--- src/rtl/core/spiseq_pkg.sv ---
// spiseq_pkg: shared types, constants and the beat script table of the
// spi eeprom command sequencer. no dependencies.
`default_nettype none

package spiseq_pkg;

    localparam int unsigned ADDR_W      = 16;
    localparam int unsigned LEN_W       = 16;
    localparam int unsigned BYTE_W      = 8;
    localparam int unsigned PAGE_SIZE   = 32;
    localparam int unsigned CHUNK_W     = $clog2(PAGE_SIZE + 1);
    localparam int unsigned JOBQ_DEPTH  = 4;
    localparam int unsigned JOBQ_PTR_W  = $clog2(JOBQ_DEPTH);
    localparam int unsigned JOBQ_CNT_W  = $clog2(JOBQ_DEPTH + 1);
    localparam int unsigned STEP_W      = 4;
    localparam int unsigned ROM_IDX_W   = 6;
    localparam int unsigned WIP_BIT     = 0;

    // device commands
    localparam logic [BYTE_W-1:0] CMD_WRSR  = 8'h01;
    localparam logic [BYTE_W-1:0] CMD_WRITE = 8'h02;
    localparam logic [BYTE_W-1:0] CMD_READ  = 8'h03;
    localparam logic [BYTE_W-1:0] CMD_WRDI  = 8'h04;
    localparam logic [BYTE_W-1:0] CMD_RDSR  = 8'h05;
    localparam logic [BYTE_W-1:0] CMD_WREN  = 8'h06;

    typedef enum logic [2:0] {
        OPC_WRITE_REQ  = 3'd0,
        OPC_WRITE_BYTE = 3'd1,
        OPC_READ_REQ   = 3'd2,
        OPC_DEV_BYTE   = 3'd3,
        OPC_STATUS_WR  = 3'd4
    } opc_t;

    typedef enum logic [2:0] {
        ACT_SEL_LOW  = 3'd0,
        ACT_SEND     = 3'd1,
        ACT_RECV     = 3'd2,
        ACT_SEL_HIGH = 3'd3,
        ACT_DELIVER  = 3'd4,
        ACT_DONE     = 3'd5,
        ACT_REJECT   = 3'd6
    } action_t;

    // job kinds passed from front to back
    typedef enum logic [3:0] {
        K_DONE,
        K_REJECT,
        K_STATUS,
        K_WRITE_START,
        K_READ_START,
        K_DATA_BYTE,
        K_DATA_LAST,
        K_POLL_BUSY,
        K_POLL_NEXT,
        K_POLL_DONE,
        K_RDATA_MORE,
        K_RDATA_END
    } kind_t;

    typedef struct packed {
        kind_t              kind;
        logic [BYTE_W-1:0]  data_byte;
        logic [ADDR_W-1:0]  addr;
    } job_t;

    typedef struct packed {
        logic full;
        logic empty;
    } jobq_status_t;

    typedef enum logic [2:0] {
        SRC_ZERO,
        SRC_CMD,
        SRC_DATA,
        SRC_ADDR_HI,
        SRC_ADDR_LO
    } src_t;

    typedef struct packed {
        action_t            action;
        src_t               src;
        logic [BYTE_W-1:0]  cmd;
        logic               last;
    } rom_entry_t;

    // first script line of each job kind; several kinds share tails
    function automatic logic [ROM_IDX_W-1:0] rom_start(input kind_t k);
        logic [ROM_IDX_W-1:0] s;
        unique case (k)
            K_STATUS:      s = 6'd0;
            K_POLL_DONE:   s = 6'd6;
            K_DONE:        s = 6'd10;
            K_POLL_NEXT:   s = 6'd11;
            K_WRITE_START: s = 6'd15;
            K_READ_START:  s = 6'd22;
            K_DATA_LAST:   s = 6'd27;
            K_POLL_BUSY:   s = 6'd31;
            K_DATA_BYTE:   s = 6'd32;
            K_RDATA_MORE:  s = 6'd33;
            K_RDATA_END:   s = 6'd35;
            default:       s = 6'd38;
        endcase
        return s;
    endfunction

    // beat script: one line per bus action
    function automatic rom_entry_t rom_entry(input logic [ROM_IDX_W-1:0] idx);
        rom_entry_t e;
        unique case (idx)
            // status register write, its tail doubles as poll-done and done
            6'd0:  e = '{ACT_SEL_LOW,  SRC_ZERO,    8'h00,     1'b0};
            6'd1:  e = '{ACT_SEND,     SRC_CMD,     CMD_WREN,  1'b0};
            6'd2:  e = '{ACT_SEL_HIGH, SRC_ZERO,    8'h00,     1'b0};
            6'd3:  e = '{ACT_SEL_LOW,  SRC_ZERO,    8'h00,     1'b0};
            6'd4:  e = '{ACT_SEND,     SRC_CMD,     CMD_WRSR,  1'b0};
            6'd5:  e = '{ACT_SEND,     SRC_DATA,    8'h00,     1'b0};
            6'd6:  e = '{ACT_SEL_HIGH, SRC_ZERO,    8'h00,     1'b0};
            6'd7:  e = '{ACT_SEL_LOW,  SRC_ZERO,    8'h00,     1'b0};
            6'd8:  e = '{ACT_SEND,     SRC_CMD,     CMD_WRDI,  1'b0};
            6'd9:  e = '{ACT_SEL_HIGH, SRC_ZERO,    8'h00,     1'b0};
            6'd10: e = '{ACT_DONE,     SRC_ZERO,    8'h00,     1'b1};
            // poll finished, more to write: wrdi then falls into chunk start
            6'd11: e = '{ACT_SEL_HIGH, SRC_ZERO,    8'h00,     1'b0};
            6'd12: e = '{ACT_SEL_LOW,  SRC_ZERO,    8'h00,     1'b0};
            6'd13: e = '{ACT_SEND,     SRC_CMD,     CMD_WRDI,  1'b0};
            6'd14: e = '{ACT_SEL_HIGH, SRC_ZERO,    8'h00,     1'b0};
            // chunk start
            6'd15: e = '{ACT_SEL_LOW,  SRC_ZERO,    8'h00,     1'b0};
            6'd16: e = '{ACT_SEND,     SRC_CMD,     CMD_WREN,  1'b0};
            6'd17: e = '{ACT_SEL_HIGH, SRC_ZERO,    8'h00,     1'b0};
            6'd18: e = '{ACT_SEL_LOW,  SRC_ZERO,    8'h00,     1'b0};
            6'd19: e = '{ACT_SEND,     SRC_CMD,     CMD_WRITE, 1'b0};
            6'd20: e = '{ACT_SEND,     SRC_ADDR_HI, 8'h00,     1'b0};
            6'd21: e = '{ACT_SEND,     SRC_ADDR_LO, 8'h00,     1'b1};
            // read start
            6'd22: e = '{ACT_SEL_LOW,  SRC_ZERO,    8'h00,     1'b0};
            6'd23: e = '{ACT_SEND,     SRC_CMD,     CMD_READ,  1'b0};
            6'd24: e = '{ACT_SEND,     SRC_ADDR_HI, 8'h00,     1'b0};
            6'd25: e = '{ACT_SEND,     SRC_ADDR_LO, 8'h00,     1'b0};
            6'd26: e = '{ACT_RECV,     SRC_ZERO,    8'h00,     1'b1};
            // last byte of a chunk, then status poll; its tail is poll-busy
            6'd27: e = '{ACT_SEND,     SRC_DATA,    8'h00,     1'b0};
            6'd28: e = '{ACT_SEL_HIGH, SRC_ZERO,    8'h00,     1'b0};
            6'd29: e = '{ACT_SEL_LOW,  SRC_ZERO,    8'h00,     1'b0};
            6'd30: e = '{ACT_SEND,     SRC_CMD,     CMD_RDSR,  1'b0};
            6'd31: e = '{ACT_RECV,     SRC_ZERO,    8'h00,     1'b1};
            // plain data byte
            6'd32: e = '{ACT_SEND,     SRC_DATA,    8'h00,     1'b1};
            // read byte, more to come
            6'd33: e = '{ACT_DELIVER,  SRC_DATA,    8'h00,     1'b0};
            6'd34: e = '{ACT_RECV,     SRC_ZERO,    8'h00,     1'b1};
            // final read byte
            6'd35: e = '{ACT_DELIVER,  SRC_DATA,    8'h00,     1'b0};
            6'd36: e = '{ACT_SEL_HIGH, SRC_ZERO,    8'h00,     1'b0};
            6'd37: e = '{ACT_DONE,     SRC_ZERO,    8'h00,     1'b1};
            default: e = '{ACT_REJECT, SRC_ZERO,    8'h00,     1'b1};
        endcase
        return e;
    endfunction

endpackage

`default_nettype wire

--- src/rtl/core/spiseq_front.sv ---
// spiseq_front: request state machine that classifies each accepted beat
// into a job for the back end. depends on spiseq_pkg.
`default_nettype none

module spiseq_front (
    input  logic                       clk,
    input  logic                       rst_n,
    input  logic                       accept,
    input  logic [2:0]                 opcode,
    input  logic [spiseq_pkg::ADDR_W-1:0] address,
    input  logic [spiseq_pkg::LEN_W-1:0]  length,
    input  logic [spiseq_pkg::BYTE_W-1:0] data_byte,
    output spiseq_pkg::job_t           job
);
    import spiseq_pkg::*;

    typedef enum logic [3:0] {
        S_IDLE  = 4'b0001,
        S_WDATA = 4'b0010,
        S_WPOLL = 4'b0100,
        S_RDATA = 4'b1000
    } state_t;

    state_t               state_reg, state_next;
    logic [ADDR_W-1:0]    addr_reg, addr_next;
    logic [LEN_W-1:0]     rem_reg, rem_next;
    logic [CHUNK_W-1:0]   chunk_reg, chunk_next;
    logic [LEN_W-1:0]     rem_dec;
    logic [CHUNK_W-1:0]   chunk_dec;
    kind_t                kind;

    // bytes until the page boundary, capped by what is left
    function automatic logic [CHUNK_W-1:0] chunk_size(input logic [ADDR_W-1:0] a,
                                                      input logic [LEN_W-1:0] r);
        logic [ADDR_W-1:0] off;
        logic [ADDR_W-1:0] room;
        off  = a % ADDR_W'(PAGE_SIZE);
        room = ADDR_W'(PAGE_SIZE) - off;
        return (r < room) ? CHUNK_W'(r) : CHUNK_W'(room);
    endfunction

    assign rem_dec   = (rem_reg != '0) ? rem_reg - 1'b1 : '0;
    assign chunk_dec = (chunk_reg != '0) ? chunk_reg - 1'b1 : '0;

    always_comb
    begin
        state_next = state_reg;
        addr_next  = addr_reg;
        rem_next   = rem_reg;
        chunk_next = chunk_reg;
        kind       = K_REJECT;
        unique case (opcode)
            OPC_WRITE_REQ:
            begin
                if (state_reg == S_IDLE)
                begin
                    if (length == '0)
                    begin
                        kind = K_DONE;
                    end
                    else
                    begin
                        kind       = K_WRITE_START;
                        state_next = S_WDATA;
                        addr_next  = address;
                        rem_next   = length;
                        chunk_next = chunk_size(address, length);
                    end
                end
            end
            OPC_READ_REQ:
            begin
                if (state_reg == S_IDLE)
                begin
                    if (length == '0)
                    begin
                        kind = K_DONE;
                    end
                    else
                    begin
                        kind       = K_READ_START;
                        state_next = S_RDATA;
                        addr_next  = address;
                        rem_next   = length;
                    end
                end
            end
            OPC_STATUS_WR:
            begin
                if (state_reg == S_IDLE)
                begin
                    kind = K_STATUS;
                end
            end
            OPC_WRITE_BYTE:
            begin
                if (state_reg == S_WDATA)
                begin
                    addr_next  = addr_reg + 1'b1;
                    rem_next   = rem_dec;
                    chunk_next = chunk_dec;
                    if (chunk_dec == '0)
                    begin
                        kind       = K_DATA_LAST;
                        state_next = S_WPOLL;
                    end
                    else
                    begin
                        kind = K_DATA_BYTE;
                    end
                end
            end
            OPC_DEV_BYTE:
            begin
                if (state_reg == S_WPOLL)
                begin
                    if (data_byte[WIP_BIT])
                    begin
                        kind = K_POLL_BUSY;
                    end
                    else if (rem_reg != '0)
                    begin
                        kind       = K_POLL_NEXT;
                        state_next = S_WDATA;
                        chunk_next = chunk_size(addr_reg, rem_reg);
                    end
                    else
                    begin
                        kind       = K_POLL_DONE;
                        state_next = S_IDLE;
                    end
                end
                else if (state_reg == S_RDATA)
                begin
                    addr_next = addr_reg + 1'b1;
                    rem_next  = rem_dec;
                    if (rem_dec != '0)
                    begin
                        kind = K_RDATA_MORE;
                    end
                    else
                    begin
                        kind       = K_RDATA_END;
                        state_next = S_IDLE;
                    end
                end
            end
            default:
            begin
                kind = K_REJECT;
            end
        endcase
    end

    // job addr is the updated address, the start for chunk and read jobs
    assign job = '{kind: kind, data_byte: data_byte, addr: addr_next};

    always_ff @(posedge clk or negedge rst_n)
    begin
        if (!rst_n)
        begin
            state_reg <= S_IDLE;
            addr_reg  <= '0;
            rem_reg   <= '0;
            chunk_reg <= '0;
        end
        else if (accept)
        begin
            state_reg <= state_next;
            addr_reg  <= addr_next;
            rem_reg   <= rem_next;
            chunk_reg <= chunk_next;
        end
    end

endmodule

`default_nettype wire

--- src/rtl/core/spiseq_jobq.sv ---
// spiseq_jobq: small register queue of jobs between front and back.
// depends on spiseq_pkg.
`default_nettype none

module spiseq_jobq (
    input  logic                     clk,
    input  logic                     rst_n,
    input  logic                     push,
    input  spiseq_pkg::job_t         push_job,
    input  logic                     pop,
    output spiseq_pkg::job_t         head,
    output spiseq_pkg::jobq_status_t status
);
    import spiseq_pkg::*;

    job_t                  slot_reg [JOBQ_DEPTH];
    logic [JOBQ_PTR_W-1:0] wr_ptr_reg, wr_ptr_next;
    logic [JOBQ_PTR_W-1:0] rd_ptr_reg, rd_ptr_next;
    logic [JOBQ_CNT_W-1:0] count_reg, count_next;
    logic                  do_push, do_pop;

    assign status.full  = (count_reg == JOBQ_CNT_W'(JOBQ_DEPTH));
    assign status.empty = (count_reg == '0);
    assign head         = slot_reg[rd_ptr_reg];

    assign do_push = push && !status.full;
    assign do_pop  = pop && !status.empty;

    always_comb
    begin
        wr_ptr_next = do_push ? wr_ptr_reg + 1'b1 : wr_ptr_reg;
        rd_ptr_next = do_pop ? rd_ptr_reg + 1'b1 : rd_ptr_reg;
        count_next  = count_reg;
        if (do_push && !do_pop)
        begin
            count_next = count_reg + 1'b1;
        end
        else if (do_pop && !do_push)
        begin
            count_next = count_reg - 1'b1;
        end
    end

    always_ff @(posedge clk or negedge rst_n)
    begin
        if (!rst_n)
        begin
            wr_ptr_reg <= '0;
            rd_ptr_reg <= '0;
            count_reg  <= '0;
        end
        else
        begin
            wr_ptr_reg <= wr_ptr_next;
            rd_ptr_reg <= rd_ptr_next;
            count_reg  <= count_next;
        end
    end

    always_ff @(posedge clk)
    begin
        if (do_push)
        begin
            slot_reg[wr_ptr_reg] <= push_job;
        end
    end

endmodule

`default_nettype wire

--- src/rtl/core/spiseq_back.sv ---
// spiseq_back: walks the beat script of the head job, one bus action per
// cycle into the free or draining result register. depends on spiseq_pkg.
`default_nettype none

module spiseq_back (
    input  logic                          clk,
    input  logic                          rst_n,
    input  spiseq_pkg::job_t              head,
    input  logic                          q_empty,
    output logic                          q_pop,
    input  logic                          pop,
    output logic                          empty,
    output logic [2:0]                    action,
    output logic [spiseq_pkg::BYTE_W-1:0] out_byte,
    output logic                          last
);
    import spiseq_pkg::*;

    logic [STEP_W-1:0]    step_reg, step_next;
    logic                 valid_reg, valid_next;
    action_t              action_reg;
    logic [BYTE_W-1:0]    byte_reg;
    logic                 last_reg;
    logic [ROM_IDX_W-1:0] idx;
    rom_entry_t           ent;
    logic [BYTE_W-1:0]    beat_byte;
    logic                 advance;

    assign idx = rom_start(head.kind) + ROM_IDX_W'(step_reg);
    assign ent = rom_entry(idx);

    always_comb
    begin
        unique case (ent.src)
            SRC_CMD:     beat_byte = ent.cmd;
            SRC_DATA:    beat_byte = head.data_byte;
            SRC_ADDR_HI: beat_byte = head.addr[ADDR_W-1 -: BYTE_W];
            SRC_ADDR_LO: beat_byte = head.addr[BYTE_W-1:0];
            default:     beat_byte = '0;
        endcase
    end

    // a job is waiting and the result register is free or being drained this cycle
    assign advance = !q_empty && (!valid_reg || pop);
    assign q_pop   = advance && ent.last;

    always_comb
    begin
        step_next  = step_reg;
        valid_next = valid_reg;
        if (advance)
        begin
            step_next  = ent.last ? '0 : step_reg + 1'b1;
            valid_next = 1'b1;
        end
        else if (pop)
        begin
            valid_next = 1'b0;
        end
    end

    always_ff @(posedge clk or negedge rst_n)
    begin
        if (!rst_n)
        begin
            step_reg  <= '0;
            valid_reg <= 1'b0;
        end
        else
        begin
            step_reg  <= step_next;
            valid_reg <= valid_next;
        end
    end

    always_ff @(posedge clk)
    begin
        if (advance)
        begin
            action_reg <= ent.action;
            byte_reg   <= beat_byte;
            last_reg   <= ent.last;
        end
    end

    assign empty    = !valid_reg;
    assign action   = action_reg;
    assign out_byte = byte_reg;
    assign last     = last_reg;

endmodule

`default_nettype wire

--- src/rtl/core/spi_eeprom_command_sequencer.sv ---
// spi_eeprom_command_sequencer: top level, joins front, job queue and back.
// depends on spiseq_pkg, spiseq_front, spiseq_jobq, spiseq_back.
//
//   channel   handshake         beat content
//   -------   ---------------   ------------------------------------------
//   request   push / full       opcode, address, length, data_byte
//   result    empty / pop       action, out_byte, last (last beat of item)
//
// a request beat is taken in the cycle it arrives while the job queue
// (four entries) has room; the front classifies it in that same cycle
// each item expands into 1 to 11 result beats, one per cycle from the
// beat script walker while the result register is free or being drained
// reset clears the request state machine, queue pointers and count, script step and result valid
// a stalled result consumer backs up the queue; full rises only when it
// holds four jobs
`default_nettype none

module spi_eeprom_command_sequencer (
    input  logic                          clk,
    input  logic                          rst_n,
    // request side
    input  logic                          push,
    output logic                          full,
    input  logic [2:0]                    opcode,
    input  logic [spiseq_pkg::ADDR_W-1:0] address,
    input  logic [spiseq_pkg::LEN_W-1:0]  length,
    input  logic [spiseq_pkg::BYTE_W-1:0] data_byte,
    // result side
    output logic                          empty,
    input  logic                          pop,
    output logic [2:0]                    action,
    output logic [spiseq_pkg::BYTE_W-1:0] out_byte,
    output logic                          last
);
    import spiseq_pkg::*;

    job_t         new_job;
    job_t         head_job;
    jobq_status_t q_status;
    logic         accept;
    logic         q_pop;

    // a request beat moves when the queue can take its job
    assign accept = push && !q_status.full;
    assign full   = q_status.full;

    // front: request state, page chunking, classification
    spiseq_front u_front (
        .clk       (clk),
        .rst_n     (rst_n),
        .accept    (accept),
        .opcode    (opcode),
        .address   (address),
        .length    (length),
        .data_byte (data_byte),
        .job       (new_job)
    );

    // decouples classification from bus beat generation
    spiseq_jobq u_jobq (
        .clk      (clk),
        .rst_n    (rst_n),
        .push     (accept),
        .push_job (new_job),
        .pop      (q_pop),
        .head     (head_job),
        .status   (q_status)
    );

    // back: one bus action per cycle into the result register while it is free or drained
    spiseq_back u_back (
        .clk      (clk),
        .rst_n    (rst_n),
        .head     (head_job),
        .q_empty  (q_status.empty),
        .q_pop    (q_pop),
        .pop      (pop),
        .empty    (empty),
        .action   (action),
        .out_byte (out_byte),
        .last     (last)
    );

endmodule

`default_nettype wire

--- config.mk ---
export PLATFORM = sky130hd
export DESIGN_NAME = spi_eeprom_command_sequencer
export DESIGN_NICKNAME = d
export VERILOG_FILES = /design/src/rtl/core/spiseq_pkg.sv /design/src/rtl/core/spiseq_front.sv /design/src/rtl/core/spiseq_jobq.sv /design/src/rtl/core/spiseq_back.sv /design/src/rtl/core/spi_eeprom_command_sequencer.sv
export SDC_FILE = /design/constraint.sdc
export NUM_CORES = 1
export LEC_CHECK = 0
export BUFFER_PORTS_ARGS = -buffer_cell sky130_fd_sc_hd__buf_4
export CORE_MARGIN = 2
export CORE_UTILIZATION = 35
export CTS_CLUSTER_SIZE = 24
export DETAILED_ROUTE_END_ITERATION = 8
export PLACE_DENSITY = 0.57
export SYNTH_ARGS = -nofsm -noshare
export SYNTH_HDL_FRONTEND = slang
export SYNTH_HIERARCHICAL = 1
export SYNTH_SLANG_ARGS = --single-unit
--- constraint.sdc ---
create_clock -name clk -period 10.8 [get_ports clk]
set_input_delay 2.16 -clock clk [delete_from_list [all_inputs] [get_ports clk]]
set_output_delay 2.16 -clock clk [all_outputs]
set_load 0.02 [all_outputs]
Word-level counts from Yosys, hierarchy flattened
Memories as Yosys holds them, arrays and structs flattened. Index checks and enable logic that the tools add are counted.

ROM bits: 736. Logic and storage cells: 142. Input port bits: 47. Memory bits (writable): 112. Output and inout bits: 14. Register bits after elaboration: 66. Memories: 3.

Memory list: (name not given) (depth 64, width 10, rd ports 1, clocked after Yosys merged registers in 0, wr ports 0, RTL line spiseq_pkg.sv:110) `unique case (idx)`; u_jobq.slot_reg (depth 4, width 28, rd ports 1, clocked after Yosys merged registers in 0, wr ports 1, RTL line spiseq_jobq.sv:16) `job_t slot_reg [JOBQ_DEPTH];`; (name not given) (depth 16, width 6, rd ports 1, clocked after Yosys merged registers in 0, wr ports 0, RTL line spiseq_pkg.sv:90) `unique case (k)`.

Reductions and logical operators: 29. Magnitude comparators: 2. Eq/ne operators: 29. Multiplexer cells: 56. Add/sub/neg operators: 11.

Operators with widths (count): 16-bit 2-to-1 mux (11); 16-bit one-hot mux with 3 select lines (2); 4-bit 2-to-1 mux (17); 6-bit 2-to-1 mux (9); 16-bit < comparator (2); 8-bit one-hot mux with 4 select lines (1); 16-bit nonzero test (2); 4-bit one-hot mux with 5 select lines (1); 6-bit one-hot mux with 3 select lines (1); 16-bit by 1-bit adder with 16-bit output (second input constant) (1); 16-bit logical NOT (1); 2-bit by 1-bit != test with 1-bit output (second input constant) (8); 4-bit one-hot mux with 4 select lines (1); 16-bit by 1-bit subtractor with 16-bit output (second input constant) (1); 6-bit by 5-bit subtractor with 7-bit output (first input constant) (2); 3-bit by 2-bit equality test with 1-bit output (second input constant) (4); 11-bit AND reduction (1); 2-bit != test (second input constant) (5); 3-bit equality test (second input constant) (3); 3-bit 2-to-1 mux (3); 2-bit 2-to-1 mux (4); 8-bit AND reduction (1); 1-bit logical AND (7); 7-bit AND reduction (1); other kinds (24) (38).

Depth between registers and ports, before layout
An unclocked memory read counts as a cell.

Depth in word-level cells: 9. Mapped depth: 23. Depth with buffers taken out: 22.

Cells and area by module
Netlist, hierarchy kept.

By module, submodules not included: spiseq_jobq (cells each 183, instances 1, sequential area each 3538.4 sq um, area an instance 4460.5 sq um); spiseq_front (cells each 512, instances 1, sequential area each 1052.3 sq um, area an instance 3943.8 sq um); spiseq_back (cells each 210, instances 1, sequential area each 485.5 sq um, area an instance 1801.7 sq um); spi_eeprom_command_sequencer (cells each 1, instances 1, sequential area each 0.0 sq um, area an instance 13.8 sq um).

Least setup slack after synthesis
OpenSTA, ideal clock, no wires.

Path type: flip-flop to flip-flop. From: register u_jobq.rd_ptr_reg[0]. To: register u_jobq.count_reg[2]. Clock period less this slack: 4.637 ns. Required time: 10.721 ns. Buffers on the path: 1. Setup time: 0.079 ns. Cell stages (with the launch flop): 23. Arrival: 4.558 ns. Setup slack: 6.163 ns. Path through: dfrtp_1 buf_4 mux4_2 ha_1 inv_1 mux2i_1 o21ai_0 ha_1 inv_1 fa_1 nand2b_1 a21oi_2 xnor2_2 a21oi_1 o2bb2ai_1 a21oi_1 nand2_1 ha_1 inv_1 fa_1 xor2_1 nor2_1 xor2_1.

RTL lines: start: declaration (RTL line spiseq_jobq.sv:18) `logic [JOBQ_PTR_W-1:0] rd_ptr_reg, rd_ptr_next;`; start signal: assignment (RTL line spiseq_jobq.sv:55) `rd_ptr_reg <= rd_ptr_next;`; end signal: assignment (RTL line spiseq_jobq.sv:56) `count_reg <= count_next;`; end: declaration (RTL line spiseq_jobq.sv:19) `logic [JOBQ_CNT_W-1:0] count_reg, count_next;`.

==> impl_table.tex <==
\begin{tabular}{lr}
\hline
Metric & Value \\
\hline
\multicolumn{2}{l}{\textbf{Pwr}} \\
Peak supply drop & 0.0001693 V \\
Power density relative to cell area & 326.4 nW/µm² \\
Power consumption & 3769 µW \\
Leakage & 0.004305 µW \\
\multicolumn{2}{l}{\textbf{Timing}} \\
Accumulated negative setup slack & 0 ns \\
Tightest slew margin relative to the limit & 33.80\% \\
Max Clock Skew & 0.01666 ns \\
Final setup fails & 0 \\
Transition time at the pin with the least slew margin & 0.9805 ns \\
Number of max-slew violations in the final report & 0 \\
Achievable clock frequency & 186.3 MHz \\
Final hold violation count & 0 \\
Final Critical Period & 5.367 ns \\
Final worst-path cycle share & 49.70\% \\
Unrepaired setup endpoints after global routing & no \\
\multicolumn{2}{l}{\textbf{Route}} \\
Post-DR wirelength/cell & 18.85 µm \\
Avg Vias per Cell & 5.561 \\
Total via count after detailed routing & 7457 \\
Router iterations before antenna repair & 4 \\
DRC viols & 0 \\
Starting DRC count in detailed routing & 612 \\
Antenna viol nets, final & 0 \\
Total wirelength of the detailed-routed design & 25280 µm \\
\multicolumn{2}{l}{\textbf{Hold path}} \\
Type of the tightest min-delay check & reg2reg \\
Critical hold path startpoint & u\_jobq/count\_reg[2] \\
\multicolumn{2}{l}{\textbf{Clock network}} \\
Clock latency on the worst-skew pair & 0.43 ns \\
Count of instances resized after the clock tree is built & 0 \\
TritonCTS clock tree & built \\
CTS max path bufs & 2 \\
CTS HTree Levels & 4 \\
Hold bufs inserted after CTS & 0 \\
Root Driver & sky130\_fd\_sc\_hd\_\_clkbuf\_16 \\
Clock-pin slew of the registers on the worst-case setup and hold paths & 0.08 ns \\
Number of buffers created by CTS & 17 \\
Number of sinks driven by the clock tree & 178 \\
Setup bufs post-CTS & 0 \\
\multicolumn{2}{l}{\textbf{Layout}} \\
Commonest cells after routing, fill and taps aside & 124 x sky130\_fd\_sc\_hd\_\_edfxtp\_1, 69 x sky130\_fd\_sc\_hd\_\_buf\_4, 66 x sky130\_fd\_sc\_hd\_\_nand2\_1 \\
Fraction of layout cells with a size suffix above 1 & 18.18\% \\
Layout Nets & between 1000 and 1500 \\
Antenna cells & 0 \\
Most common cell after layout, fill and taps aside & sky130\_fd\_sc\_hd\_\_edfxtp\_1 \\
Fillers & roughly 2800 \\
Footprint of the multi-input gates & 4684 µm² \\
Max reg flops & 112 \\
Sequential cell area & 5077 µm² \\
Area grow syn2layout & 13.01\% \\
\multicolumn{2}{l}{\textbf{Worst setup path}} \\
Startpoint of the worst setup timing path & u\_jobq/rd\_ptr\_reg[0] \\
Arrival time worst endpoint & 5.69 ns \\
Cells along the critical path & buf\_4 > mux4\_2 > inv\_1 > nor2\_1 > nand2\_1 > o21ai\_0 > ha\_1 > inv\_1 > fa\_1 > xor2\_1 > nand2\_1 > a21oi\_1 > o21ai\_0 > a21oi\_1 > nand2\_1 > ha\_1 > inv\_1 > fa\_1 > mux2\_2 \\
Type of destination of the critical path & flop \\
Cell type of the slowest stage on the worst timing path & sky130\_fd\_sc\_hd\_\_dfrtp\_2 \\
Crit path largest cell delay & 0.70 ns \\
CP Max Fanout & 16 \\
Critical path data required time & around 11 ns \\
Type of the worst setup path & reg2reg \\
R2R Path Start & u\_jobq/rd\_ptr\_reg[0] \\
Kind of launch point of the worst setup path & flop \\
\multicolumn{2}{l}{\textbf{Synth}} \\
Number of synthesis warnings & 6 \\
Seq/Total Area, Yosys & about half \\
Area share of xor/xnor cells in the synthesized design & around 2.3\% \\
Main combinational cell family by area after synthesis & compound AO/OA/AOI/OAI gates \\
Async SR Flop Fraction & 30.34\% \\
Share of the synthesized area in the top cell type & a little over a third \\
Yosys reg bits & 178 \\
Count of different cell masters after synthesis & 87 \\
Total standard cell area after synthesis & approximately 10000 µm² \\
Simple logic cell fraction of the synthesized area & between 10 and 15\% \\
Adder-cell share of the synthesized area & around 4.8\% \\
Mean instance size in the synthesized netlist & 11.28 µm² \\
Most used flip-flop cell after synthesis & sky130\_fd\_sc\_hd\_\_edfxtp\_1 \\
Biggest area contributors in the synthesized netlist & sky130\_fd\_sc\_hd\_\_edfxtp\_1 36\%, sky130\_fd\_sc\_hd\_\_dfrtp\_1 13\%, sky130\_fd\_sc\_hd\_\_mux4\_2 6.2\%, sky130\_fd\_sc\_hd\_\_ha\_1 4.4\%, sky130\_fd\_sc\_hd\_\_o21ai\_0 2.8\% \\
Cell type with the largest total area after synthesis & sky130\_fd\_sc\_hd\_\_edfxtp\_1 \\
Gate count of the mapped netlist & 906 \\
Fraction of synthesized area in multiplexers & 9.488\% \\
Complex-gate fraction of the synthesized area & 15.56\% \\
Net Count, Synth & 991 \\
Number of synthesized flops with an enable pin & 124 \\
\multicolumn{2}{l}{\textbf{Job}} \\
Maximum capacitance violations & 0 \\
\multicolumn{2}{l}{\textbf{GRT}} \\
GRT Resource Usage Total & 16.90\% \\
Initial antenna violation count & 0 \\
Vias in the first global route & 7192 \\
First-pass GRT wire length & approximately 41000 µm \\
Largest net degree at the start of global routing & 55 \\
Sum of overflow across all layers after global routing & 0 \\
\multicolumn{2}{l}{\textbf{Place}} \\
Number of port buffers & 60 \\
Routability Congestion & 0.8453 \\
Total half-perimeter wirelength after legalization and detailed placement & 17850 µm \\
\multicolumn{2}{l}{\textbf{Floorplanning}} \\
Effective utilization at floorplan & 35.61\% \\
Total I/O pin count & 61 \\
Floorplan die area & 30580 µm² \\
Number of standard-cell rows in the floorplan & 62 \\
Core Area & roughly 29000 µm² \\
Die boundary height & 174.9 µm \\
Chip width & 174.9 µm \\
\multicolumn{2}{l}{\textbf{Outcome}} \\
Run status & completed \\
\hline
\end{tabular}
## power by group
part	internal, µW	leakage, µW	switching (µW)
combinational	795	0.00222	1180
sequential	1000	0.00181	171
clock	312	0.000281	306
## worst max-delay path: cells and delay by family, from the launching register on
kind / cells / cell delay, ns
fa+ha+maj: 4 / 1.08
buf+inv: 4 / 0.69
mux: 2 / 0.86
xor+xnor: 1 / 0.69
simple gates: 4 / 0.52
compound gates: 4 / 0.71
flops: 1 / 0.70
## per-layer routing
layer,track usage (%),share of wire [%]
met3,2.589,4.9
met4,4.618,1.4
met5,0,0
met2,28.41,49
met1,22.77,44
## cells in the mapped netlist (14+ instances only)
cell / n
sky130_fd_sc_hd__edfxtp_1: 124
sky130_fd_sc_hd__mux2i_1: 14
sky130_fd_sc_hd__a21oi_1: 38
sky130_fd_sc_hd__nand2_1: 66
sky130_fd_sc_hd__nor2_1: 61
sky130_fd_sc_hd__nor3_1: 24
sky130_fd_sc_hd__inv_1: 54
sky130_fd_sc_hd__mux2_2: 14
sky130_fd_sc_hd__dfrtp_1: 53
sky130_fd_sc_hd__o21ai_0: 58
sky130_fd_sc_hd__mux4_2: 28
sky130_fd_sc_hd__clkbuf_1: 26
sky130_fd_sc_hd__nand3_1: 32
sky130_fd_sc_hd__ha_1: 36
sky130_fd_sc_hd__a31oi_1: 15
## cell families (layout without fill, tap and decap cells)
family                   after synthesis  count (layout)
AO/OA/AOI/OAI                        235             235
XOR/XNOR                              24              24
adder cells (fa/ha/maj)               38              38
buffers and inverters                104             155
flip-flops                           178             178
multiplexers                          59              59
AND/OR/NAND/NOR                      268             268
## worst paths after layout
path	endpoint	slack, ns	depth (start not counted)
worst min-delay path	u_jobq/count_reg[2]	0.49	1
worst max-delay path	u_jobq/count_reg[1]	5.43	19
max in group asynchronous	u_jobq/rd_ptr_reg[0]	8.41	1
worst min register to register	u_jobq/count_reg[2]	0.49	1
min in group asynchronous	u_front/rem_reg[14]	1.79	1
worst max register to register	u_jobq/count_reg[1]	5.43	19
## area by class of cell
type                            instances  area share (%)
Clock buffer                           18           3.716
Clock inverter                         14           1.365
Tap cell                              384           4.160
Multi-Input combinational cell        624           40.56
Timing Repair Buffer                   69           4.485
Inverter                               54           1.755
Sequential cell                       178           43.96
## per-stage QoR
step	cell area, µm²	worst slack (ns)	hold WS, ns	util, %	instances
global placement	10960	5.452	0.4928	38.20	1309
floorplan	10220	6.163	0.4557	-	906
global route	11550	4.921	0.5205	40.24	1341
finish	11550	5.433	0.4913	40.24	1341
detailed placement	10960	5.368	0.4778	38.20	1309
CTS	11550	5.380	0.4931	40.24	1341
No activity file was read; power rests on OpenSTA's default activity.
